==> config.mk <==
export PLATFORM = sky130hd
export DESIGN_NAME = lcs_cell
export DESIGN_NICKNAME = d
export VERILOG_FILES = /design/src/lcs_pkg.sv /design/src/lcs_cell.sv
export SDC_FILE = /design/constraint.sdc
export NUM_CORES = 1
export LEC_CHECK = 0
export ABC_AREA = 1
export BUFFER_PORTS_ARGS = -buffer_cell sky130_fd_sc_hd__buf_2
export CAP_MARGIN = 20
export CORE_MARGIN = 2
export CORE_UTILIZATION = 53
export DETAILED_ROUTE_END_ITERATION = 16
export PLACE_DENSITY = 0.79
export SLEW_MARGIN = 25
export SYNTH_ARGS = -nofsm -noshare
export SYNTH_HDL_FRONTEND = slang
export SYNTH_SLANG_ARGS = --single-unit
==> constraint.sdc <==
create_clock -name clk -period 2.5 [get_ports clk]
set_input_delay 0.25 -clock clk [delete_from_list [all_inputs] [get_ports clk]]
set_output_delay 0.25 -clock clk [all_outputs]
set_load 0.01 [all_outputs]
==> src/lcs_pkg.sv <==
// Shared types and constants for the LCS length engine.
// Depends on nothing; every other file of the block depends on it.
package lcs_pkg;

    localparam int LCS_MAX_FIRST_LEN = 256;
    localparam int LCS_BYTE_W        = 8;
    localparam int LCS_LEN_W         = 9;
    localparam int LCS_LEN_MAX       = 511;

    // Codes of the kind field.
    localparam logic LCS_KIND_FIRST  = 1'b0;
    localparam logic LCS_KIND_SECOND = 1'b1;

    // Control part of an item as it travels down the cell chain.
    // need is set while a first-sequence byte still looks for a free cell.
    typedef struct packed {
        logic                  valid;
        logic                  kind;
        logic [LCS_BYTE_W-1:0] byte_value;
        logic                  last;
        logic                  need;
    } lcs_token_t;

endpackage

==> src/lcs_cell.sv <==
// One cell of the systolic chain: holds one stored byte and its row score.
// Depends on lcs_pkg for the token type and kind codes.
module lcs_cell #(
    parameter int SCORE_W = 9
) (
    input  logic                clk,
    input  logic                rst_n,
    input  logic                advance,
    input  lcs_pkg::lcs_token_t tok_in,
    input  logic [SCORE_W-1:0]  left_in,
    input  logic [SCORE_W-1:0]  diag_in,
    output lcs_pkg::lcs_token_t tok_out,
    output logic [SCORE_W-1:0]  left_out,
    output logic [SCORE_W-1:0]  diag_out
);
    import lcs_pkg::*;

    lcs_token_t            tok_reg, tok_next;
    logic [SCORE_W-1:0]    left_reg, left_next;
    logic [SCORE_W-1:0]    diag_reg, diag_next;
    logic [SCORE_W-1:0]    score_reg, score_next;
    logic [LCS_BYTE_W-1:0] byte_reg, byte_next;
    logic                  occ_reg, occ_next;
    logic [SCORE_W-1:0]    cand;

    always_comb
    begin
        if (byte_reg == tok_in.byte_value)
            cand = diag_in + SCORE_W'(1);
        else if (score_reg > left_in)
            cand = score_reg;
        else
            cand = left_in;
    end

    always_comb
    begin
        tok_next   = tok_in;
        left_next  = left_in;
        diag_next  = score_reg;
        occ_next   = occ_reg;
        score_next = score_reg;
        byte_next  = byte_reg;
        if (tok_in.valid)
        begin
            if (tok_in.kind == LCS_KIND_SECOND)
            begin
                if (occ_reg)
                begin
                    left_next  = cand;
                    score_next = cand;
                end
            end
            else
            begin
                if (occ_reg)
                    left_next = score_reg;
                else if (tok_in.need)
                begin
                    byte_next     = tok_in.byte_value;
                    score_next    = '0;
                    left_next     = '0;
                    occ_next      = 1'b1;
                    tok_next.need = 1'b0;
                end
            end
            // The end of a pair empties the cell once it has been used.
            if (tok_in.last)
                occ_next = 1'b0;
        end
    end

    always_ff @(posedge clk or negedge rst_n)
    begin
        if (!rst_n)
        begin
            tok_reg <= '0;
            occ_reg <= 1'b0;
        end
        else if (advance)
        begin
            tok_reg <= tok_next;
            occ_reg <= occ_next;
        end
    end

    always_ff @(posedge clk)
    begin
        if (advance)
        begin
            left_reg  <= left_next;
            diag_reg  <= diag_next;
            score_reg <= score_next;
            byte_reg  <= byte_next;
        end
    end

    assign tok_out  = tok_reg;
    assign left_out = left_reg;
    assign diag_out = diag_reg;

    a_last_clears: assert property (@(posedge clk) disable iff (!rst_n)
        advance && tok_in.valid && tok_in.last |=> !occ_reg)
        else $error("cell still occupied after end of pair");

    a_store_once: assert property (@(posedge clk) disable iff (!rst_n)
        advance && tok_in.valid && tok_in.need && !occ_reg && !tok_in.last
        |=> occ_reg && !tok_reg.need)
        else $error("free cell did not take a first-sequence byte");

    a_need_first: assert property (@(posedge clk) disable iff (!rst_n)
        tok_reg.valid && tok_reg.need |-> tok_reg.kind == LCS_KIND_FIRST)
        else $error("placement request on a second-sequence item");

endmodule

==> flow_summary.toml <==
[finish]
n_antenna_cell = 0
fin_nets = 410
fillers = 436
drive_gt1_share_pct = 30.5
utilization_pct = 65.4
largest_reg_flops = 12
syn_to_final_growth_pct = 19.9

[cts]
clk_latency_ps = 310
postCtsSetupBuffers = 0
htreeDepth = 2
cts-root-buf = "clkbuf_8"
cts_sinks = 48
ctsResizeCount = 0
cts_tree = "done"
clk_path_buf_depth = 2
cts_buffers = 5
cts.clk_slew.worst_paths_ps = 100

[critical_path]
start_kind = "flip-flop"
path_class = "reg -> reg"
max_stage_delay_ps = 440
reg2reg_slack_ps = 500
worstSetupEndpointType = "flip-flop"
cp_slowest_cell = "edfxtp_1"
path_max_fanout = 10
cp.required_ps = 2560
path_cells = "ha_1 -> a21o_1 -> nor2_2 -> nand3_4 -> nand2_8 -> nand2_2 -> nand3_2 -> nand2_1 -> nand3_2 -> a21oi_2"
arrival_ps = 2060
cp_common_cell = "nand3_2"

[sta]
skew_ps = 9.78
hold_viol_final = 0
worst_slew_pin_slew_ps = 751
slew_headroom_pct = 49.7
rsz0062_at_grt = "false"
period_minus_slack_ps = 2000
slew_violations = 0
fmax_ghz = 0.499
fin_tns_setup_ps = 0
setup_viol_count_final = 0
finalCritPeriodShare_pct = 80.2

[outcome]
status = "finished, final reports clean"

[detailed_routing]
drc = 0
ant_nets = 0
drt-initial-drc-count = 113
vias = 2286
finalWirelength_mm = 6.13
wire_per_inst_um = 14.0
first_pass_iters = 4
avgViaCountPerCell = 5.23

[yosys]
seq_area_frac_synth_pct = 49.7
yosysTopAreaCell = "edfxtp_1"
synth_edf_count = 35
synth.distinct_cells = 32
synthTopCellsByArea = "edfxtp_1, dfrtp_1, nand2_1, inv_1, ha_1"
synth_ff_type = "edfxtp_1"
netlist_area_sq_um = 2770
syn_area_per_cell_sq_um = 9.33
synthArstFlopShare_pct = 27.1
synth_nets = 341
yosysTopAreaCellShare_pct = 37.9
synth-seq-cells = 48
ys_warn_count = 0
synthMostInstantiatedCell = "nand2_1"
synth_common_cells = "nand2_1, inv_1, edfxtp_1, nor2_1"
synthCells = 297

[pwr]
switching_share_pct = 26.4
clkPwrFrac_pct = 33.7
fin_total_pwr_mw = 1.89
p_sw_mw = 0.499
p_leak_nw = 1.58
p_int_mw = 1.39
combPwrFrac_pct = 17.2
p_seq_share_pct = 49.1
powerDensity_nw_per_um2 = 570
ir_worst_vdd_mv = 0.505

[grt]
grt_usage_pct = 22.3
met2_usage_pct = 38.6
grt_pass1_wl_mm = 10.3
grt_pass1_vias = 2251
use_met3_pct = 3.55
antenna_found_initial = 0
grt_overflow = 0
grt.busiest_layer = "met2"
grt_max_degree = 26
met1_usage_pct = 28.6

[floorplanning]
die_w_um = 76.3
io_pins = 63
fp.dieH_um = 76.3
start_util_pct = 54.6
die_area_sq_um = 5820
row_count = 26
core_area_sq_um = 5070

[hold_path]
hold_path_class = "in -> reg"

[place]
place_hpwl_mm = 4.59
globalplace.congestion = 0.880
io_buffers = 62

[flow_run]
max-cap-violations = 0
-- cells in the final DEF, fill, tap and decap left out, types with 8 or more instances in the layout --
cell,synthesis,routed
a221oi_1,8,8
buf_2,1,62
ha_1,11,11
dfrtp_1,13,13
inv_1,49,49
nand2_1,51,51
nand3_2,13,13
nor2_1,26,26
nand3_1,18,18
a21oi_1,18,18
edfxtp_1,35,35
-- layout make-up --
cell class / instances / area (sq um) / share of cell area (%)
flip-flops and latches: 48 / 1380 / 41.4
multi-input cells: 191 / 1170 / 35.2
repair buffers: 69 / 365 / 11.0
inverters: 51 / 191 / 5.76
clock buffers: 6 / 93.8 / 2.83
well taps: 70 / 87.6 / 2.64
clock inverters: 2 / 38.8 / 1.17
-- path summary, 6_finish.rpt --
kind	start	to	cells past startpoint
worst max-delay path	diag_next[8]$_SDFFCE_PN0P_	left_out[4]$_DFFE_PP_	10
worst min-delay path	tok_in[6]	byte_reg[4]$_DFFE_PP_	1
worst max register to register	diag_next[8]$_SDFFCE_PN0P_	left_out[4]$_DFFE_PP_	10
worst min register to register	diag_next[8]$_SDFFCE_PN0P_	diag_out[8]$_DFFE_PP_	0
max in group asynchronous	rst_n	tok_out[0]$_DFFE_PN0P_	2
min in group asynchronous	rst_n	tok_out[4]$_DFFE_PN0P_	2
-- logic make-up after synthesis --
logic type	synth area share, %
AO/OA/AOI/OAI	10.7
XOR/XNOR	1.26
adder cells (fa/ha/maj)	4.97
buffers and inverters	8.17
flip-flops	49.7
AND/OR/NAND/NOR	25.2
-- power by group through the flow --
stage	clock [mW]	combinational [mW]	sequential, mW
3_3_place_gp	0	0.316	0.946
2_1_floorplan	0	0.179	0.965
5_1_grt	0.672	0.365	0.935
6_report	0.639	0.325	0.930
3_5_place_dp	0	0.325	0.946
4_1_cts	0.645	0.327	0.929
-- what timing repair did --
action	CTS	global route
setup endpoints to repair	0	0
endpoints found under the hold margin	13	0
hold buffers	1	0
-- critical path, delay by kind of cell, from the launching register on --
kind	cells	cell delay, ps
AOI/OAI and AO/OA	2	260
adders and majority gates	1	330
and+or+nand+nor	7	730
DFF	1	440
-- per-layer routing --
| layer | part of all wire, % | vias up |
|---|---|---|
| met2 | 49 | 68 |
| li1 | - | 1143 |
| met4 | 1.7 | 0 |
| met3 | 5.5 | 11 |
| met5 | 0 | - |
| met1 | 44 | 1064 |
-- through the flow --
step	area, sq um	cells	hold slack [ps]	setup WS [ps]
after floorplan	2770	297	-45.6	649
after global placement	3180	428	151	530
after detailed placement	3180	428	156	514
after global routing	3320	437	135	300
final	3320	437	139	496
after CTS	3320	437	136	499
Power figures use the tool's default switching activity.
