File: src/lcs_pkg.sv
// Shared types and constants for the LCS length engine.
// Depends on nothing; every other file of the block depends on it.
package lcs_pkg;

    localparam int LCS_MAX_FIRST_LEN = 256;
    localparam int LCS_BYTE_W        = 8;
    localparam int LCS_LEN_W         = 9;
    localparam int LCS_LEN_MAX       = 511;

    // Codes of the kind field.
    localparam logic LCS_KIND_FIRST  = 1'b0;
    localparam logic LCS_KIND_SECOND = 1'b1;

    // Control part of an item as it travels down the cell chain.
    // need is set while a first-sequence byte still looks for a free cell.
    typedef struct packed {
        logic                  valid;
        logic                  kind;
        logic [LCS_BYTE_W-1:0] byte_value;
        logic                  last;
        logic                  need;
    } lcs_token_t;

endpackage

File: src/lcs_out_if.sv
// Result channel of the LCS length engine: valid/ready plus the result fields.
// Depends on lcs_pkg for the length width.
interface lcs_out_if;
    logic                         valid;
    logic                         ready;
    logic [lcs_pkg::LCS_LEN_W-1:0] lcs_length;
    logic                         overflow;

    modport source (output valid, output lcs_length, output overflow, input ready);
    modport sink   (input valid, input lcs_length, input overflow, output ready);
endinterface

File: src/lcs_tail.sv
// End of the cell chain: overflow tracking and the registered result.
// Depends on lcs_pkg and on the lcs_out_if interface.
module lcs_tail #(
    parameter int SCORE_W = 9
) (
    input  logic                clk,
    input  logic                rst_n,
    input  lcs_pkg::lcs_token_t tok_in,
    input  logic [SCORE_W-1:0]  left_in,
    output logic                advance,
    lcs_out_if.source           result
);
    import lcs_pkg::*;

    localparam int CMP_W = (SCORE_W > LCS_LEN_W) ? SCORE_W : LCS_LEN_W;

    logic                 out_valid_reg;
    logic [LCS_LEN_W-1:0] len_reg;
    logic                 ovf_reg;
    logic                 ovf_flag_reg;
    logic                 drop;
    logic                 finish;
    logic [CMP_W-1:0]     wide_len;
    logic [LCS_LEN_W-1:0] sat_len;

    // The chain only stalls when a result is due and the last one is still held.
    assign advance = !(tok_in.valid && tok_in.last && out_valid_reg && !result.ready);
    assign drop    = tok_in.valid && (tok_in.kind == LCS_KIND_FIRST) && tok_in.need;
    assign finish  = advance && tok_in.valid && tok_in.last;

    always_comb
    begin
        wide_len = CMP_W'(left_in);
        if (wide_len > CMP_W'(LCS_LEN_MAX))
            sat_len = LCS_LEN_W'(LCS_LEN_MAX);
        else
            sat_len = LCS_LEN_W'(wide_len);
    end

    always_ff @(posedge clk or negedge rst_n)
    begin
        if (!rst_n)
        begin
            out_valid_reg <= 1'b0;
            ovf_flag_reg  <= 1'b0;
        end
        else
        begin
            if (finish)
            begin
                out_valid_reg <= 1'b1;
                ovf_flag_reg  <= 1'b0;
            end
            else
            begin
                if (result.ready)
                    out_valid_reg <= 1'b0;
                if (advance && drop)
                    ovf_flag_reg <= 1'b1;
            end
        end
    end

    always_ff @(posedge clk)
    begin
        if (finish)
        begin
            len_reg <= sat_len;
            ovf_reg <= ovf_flag_reg | drop;
        end
    end

    assign result.valid      = out_valid_reg;
    assign result.lcs_length = len_reg;
    assign result.overflow   = ovf_reg;

    a_finish_result: assert property (@(posedge clk) disable iff (!rst_n)
        finish |=> out_valid_reg && !ovf_flag_reg)
        else $error("end of pair did not raise a result");

    a_stall_cause: assert property (@(posedge clk) disable iff (!rst_n)
        !advance |-> out_valid_reg && tok_in.last)
        else $error("chain stalled without a pending result");

    a_drop_flag: assert property (@(posedge clk) disable iff (!rst_n)
        advance && drop && !tok_in.last |=> ovf_flag_reg)
        else $error("dropped first-sequence byte not flagged");

endmodule

File: src/flat_wrapper.sv
// flat-port wrapper written by rule: the top's interface ports become plain ports
module lcs_tail_flat import lcs_pkg::*;
#(
    parameter int SCORE_W = 9
)
  (clk, rst_n, tok_in, left_in, advance, result_valid, result_lcs_length, result_overflow, result_ready);
  lcs_out_if result_i ();
  input  logic clk;
  input  logic rst_n;
  input  lcs_pkg::lcs_token_t tok_in;
  input  logic [SCORE_W-1:0] left_in;
  output logic advance;
  output wire logic [$bits(result_i.valid)-1:0] result_valid;
  output wire logic [$bits(result_i.lcs_length)-1:0] result_lcs_length;
  output wire logic [$bits(result_i.overflow)-1:0] result_overflow;
  input wire logic [$bits(result_i.ready)-1:0] result_ready;
  assign result_valid = result_i.valid;
  assign result_lcs_length = result_i.lcs_length;
  assign result_overflow = result_i.overflow;
  assign result_i.ready = result_ready;
  lcs_tail #(.SCORE_W(SCORE_W)) u_core (.clk(clk), .rst_n(rst_n), .tok_in(tok_in), .left_in(left_in), .advance(advance), .result(result_i));
endmodule
File: config.mk
export PLATFORM = sky130hd
export DESIGN_NAME = lcs_tail_flat
export DESIGN_NICKNAME = d
export VERILOG_FILES = /design/src/lcs_pkg.sv /design/src/lcs_out_if.sv /design/src/lcs_tail.sv /design/src/flat_wrapper.sv
export SDC_FILE = /design/constraint.sdc
export NUM_CORES = 1
export LEC_CHECK = 0
export BUFFER_PORTS_ARGS = -buffer_cell sky130_fd_sc_hd__buf_2
export CAP_MARGIN = 20
export CORE_MARGIN = 5
export CORE_UTILIZATION = 35
export DETAILED_ROUTE_END_ITERATION = 7
export PLACE_DENSITY = 0.73
export SLEW_MARGIN = 20
export SYNTH_ARGS = -nofsm -noshare
export SYNTH_HDL_FRONTEND = slang
export SYNTH_SLANG_ARGS = --single-unit
File: constraint.sdc
create_clock -name clk -period 2.2 [get_ports clk]
set_clock_uncertainty 0.2 [all_clocks]
set_input_delay 0.22 -clock clk [delete_from_list [all_inputs] [get_ports clk]]
set_output_delay 0.22 -clock clk [all_outputs]
set_load 0.02 [all_outputs]
==> results by group <==
Clock network
  – Total clock sinks: 12
  – Clk_lat worst skew: 0.26 ns
  – Num CTS Buffers: 3
  – CTS HTree Levels: 1
  – Post_cts resized: 0
  – TritonCTS clock tree: yes
  – Maximum count of clock buffers along a single path: 2
  – Cell at the root of the clock tree: sky130_fd_sc_hd__clkbuf_4
  – Clock-pin slew of the registers on the worst-case setup and hold paths: 0.07 ns

Route
  – Antenna viol nets, final: 0
  – DR pass1 iterations: 3
  – DRT Wirelength: 837 um
  – WL/cell: 10.7 um
  – Vias per Instance: 4.10
  – Vias after detailed routing: 320
  – # DRC: 0
  – Drt first-iter violations: 1

Floorplan
  – Die boundary width: 46.1 um
  – Vertical extent of the die: 46.1 um
  – DIE AREA: 0.00213 mm2
  – Starting utilization of the core area: 36.0%
  – Cell Rows: 13
  – Number of placed I/O pins: 36
  – Core outline area: 0.00127 mm2

GRT
  – Vias in the first global route: 326
  – Total grt overflow: 0
  – Number of antenna violations at the first check in global routing: 0
  – Total global-route track usage: 9.30%
  – Maximum number of pins on one net before global-route repair: 11
  – First-pass GRT wire length: 1.28 mm

Finish
  – Most common cell after layout, fill and taps aside: sky130_fd_sc_hd__buf_2
  – Final layout net count: 88
  – Area growth from synthesis to final layout: 57.8%
  – Number of flip-flops in the largest register: 9
  – Utilization of the core after routing: 56.8%
  – Fraction of final layout cells sized beyond drive strength 1: 55.6%
  – Final std cell area, no fill: 721 um2
  – Number of antenna diodes: 0
  – Highest-count cells in the layout ignoring fill and taps: sky130_fd_sc_hd__buf_2, sky130_fd_sc_hd__dlygate4sd3_1, sky130_fd_sc_hd__edfxtp_1

Pwr
  – Static Leak: 0.330 nW
  – Areal power density over the cells: 686 mW/mm2
  – Worst vdd rail ir drop: 345 uV

Outcome
  – Status: complete, no violations

Timing
  – Number of pins exceeding their max-slew limit in the final report: 0
  – Transition time of the tightest slew-check pin: 0.171 ns
  – Total Negative Setup Slacks: 0 ns
  – Final hold violation count: 0
  – Setup repair after global routing missed its margin: no
  – Number of setup violations in the final report: 0
  – Worst-case hold slack: 0.0636 ns
  – Worst relative slew slack: 88.5%
  – Period Utilization, post-route: 68.2%
  – Time the final worst path needs with I/O delays and setup: 1.50 ns
  – Achievable clock frequency: 0.667 GHz

Synthesis
  – Number of distinct library cell variants in the gate-level netlist after synthesis: 11
  – Top cell type's share of synthesized area: 65.8%
  – Number of cells produced by synthesis: 30
  – Cell type contributing the most total cell area after synthesis: sky130_fd_sc_hd__edfxtp_1
  – Synthesized flop and latch total: 12
  – Mapped Avg Cell Area: 15.2 um2
  – Number of warning messages in the yosys log: 0
  – Synth Net Count: 54
  – Share of synthesized area occupied by flip-flops and latches: 76.7%
  – Combined area of all synthesized cells: 457 um2
  – Leading post-synthesis cells by cell area: sky130_fd_sc_hd__edfxtp_1, sky130_fd_sc_hd__dfrtp_1, sky130_fd_sc_hd__clkbuf_1

Place
  – Count of buffers from port buffering: 27
  – Total half-perimeter wirelength after legalization and detailed placement: 622 um
  – Instance area after placement: 584 um2
  – Final weighted congestion in routability-driven placement: 0.645

Critical path
  – Data required, critical path: 1.78 ns
  – Sort of element at the start of the critical path: flip-flop
  – Critical-path cell list: nor2b_2, nand3_1, buf_2
  – Highest-delay cell along the critical path: sky130_fd_sc_hd__dfrtp_1
  – Largest delay contributor family on the critical path: flip-flops
  – Worst endpoint data arrival time: 1.08 ns
  – Reg2reg start: u_core.result.valid
  – Kind of critical path: reg2out
  – Total buffers and inverters traversed by the critical path: 1
  – Highest net fanout along the worst path: 4
  – Critical path capture point type: output pin
  – Crit path launch: u_core.result.valid
  – Max stage delay on crit path: 0.35 ns

Worst hold path
  – Path class of the lowest-slack min-delay path: in2async

Run
  – Max-capacitance violation count: 0
-- worst reg2reg max path: stages (launching register included) --
cell	delay (ns)
sky130_fd_sc_hd__dfrtp_1	0.38
sky130_fd_sc_hd__nor2b_2	0.18
sky130_fd_sc_hd__nor2_1	0.10
sky130_fd_sc_hd__buf_4	0.19
-- worst paths after layout --
path	to	slack, ns	cells past startpoint
setup / recovery	advance	0.70	3
hold / removal	u_core.ovf_flag_reg	0.06	2
setup reg to reg	u_core.result.lcs_length[0]	0.86	3
hold reg to reg	u_core.ovf_flag_reg	0.40	1
max in group asynchronous	u_core.result.valid	1.64	2
min in group clk	u_core.result.valid	0.07	3
-- Yosys cell counts --
master,count
sky130_fd_sc_hd__edfxtp_1,10
sky130_fd_sc_hd__clkbuf_1,9
sky130_fd_sc_hd__dfrtp_1,2
sky130_fd_sc_hd__inv_1,2
sky130_fd_sc_hd__a31o_4,1
sky130_fd_sc_hd__nand2_1,1
sky130_fd_sc_hd__nand2b_1,1
sky130_fd_sc_hd__nand3_1,1
sky130_fd_sc_hd__nor2_1,1
sky130_fd_sc_hd__nor2b_2,1
sky130_fd_sc_hd__o221a_4,1
-- where the power goes --
part | switching [mW] | internal, mW
Combinational | 0.0315 | 0.0352
Clock | 0.0655 | 0.100
Sequential | 0.00307 | 0.259
Total | 0.100 | 0.394
-- layer usage --
layer	share of wire, %	track usage [%]
met4	0	6.82
met3	16	3.91
met1	35	9.14
met2	49	15.4
met5	0	0
-- logic make-up after synthesis --
family / synth area share (%)
simple gates: 6.03
buf+inv: 9.04
compound gates: 8.22
flops: 76.7
-- final cells by class --
cell class	instances	area, um2
well taps	15	18.8
multi-input cells	7	65.1
clock buffers	4	36.3
fillers	113	548
flip-flops and latches	12	350
repair buffers	38	243
inverters	2	7.51
-- metrics by stage --
step                      instances  total power [mW]  setup slack [ns]
final                            78             0.494             0.700
after global placement           64             0.319             0.878
after detailed placement         64             0.321             0.864
after global routing             78             0.518             0.614
after CTS                        78             0.502             0.676
after floorplan                  30             0.299             0.522
-- what timing repair did --
item / in CTS / in global routing
hold buffers: 10 / 0
buffers inserted: 0 / 0
endpoints found under the hold margin: 11 / 0
Note: power is estimated with default switching activity, not from simulation.
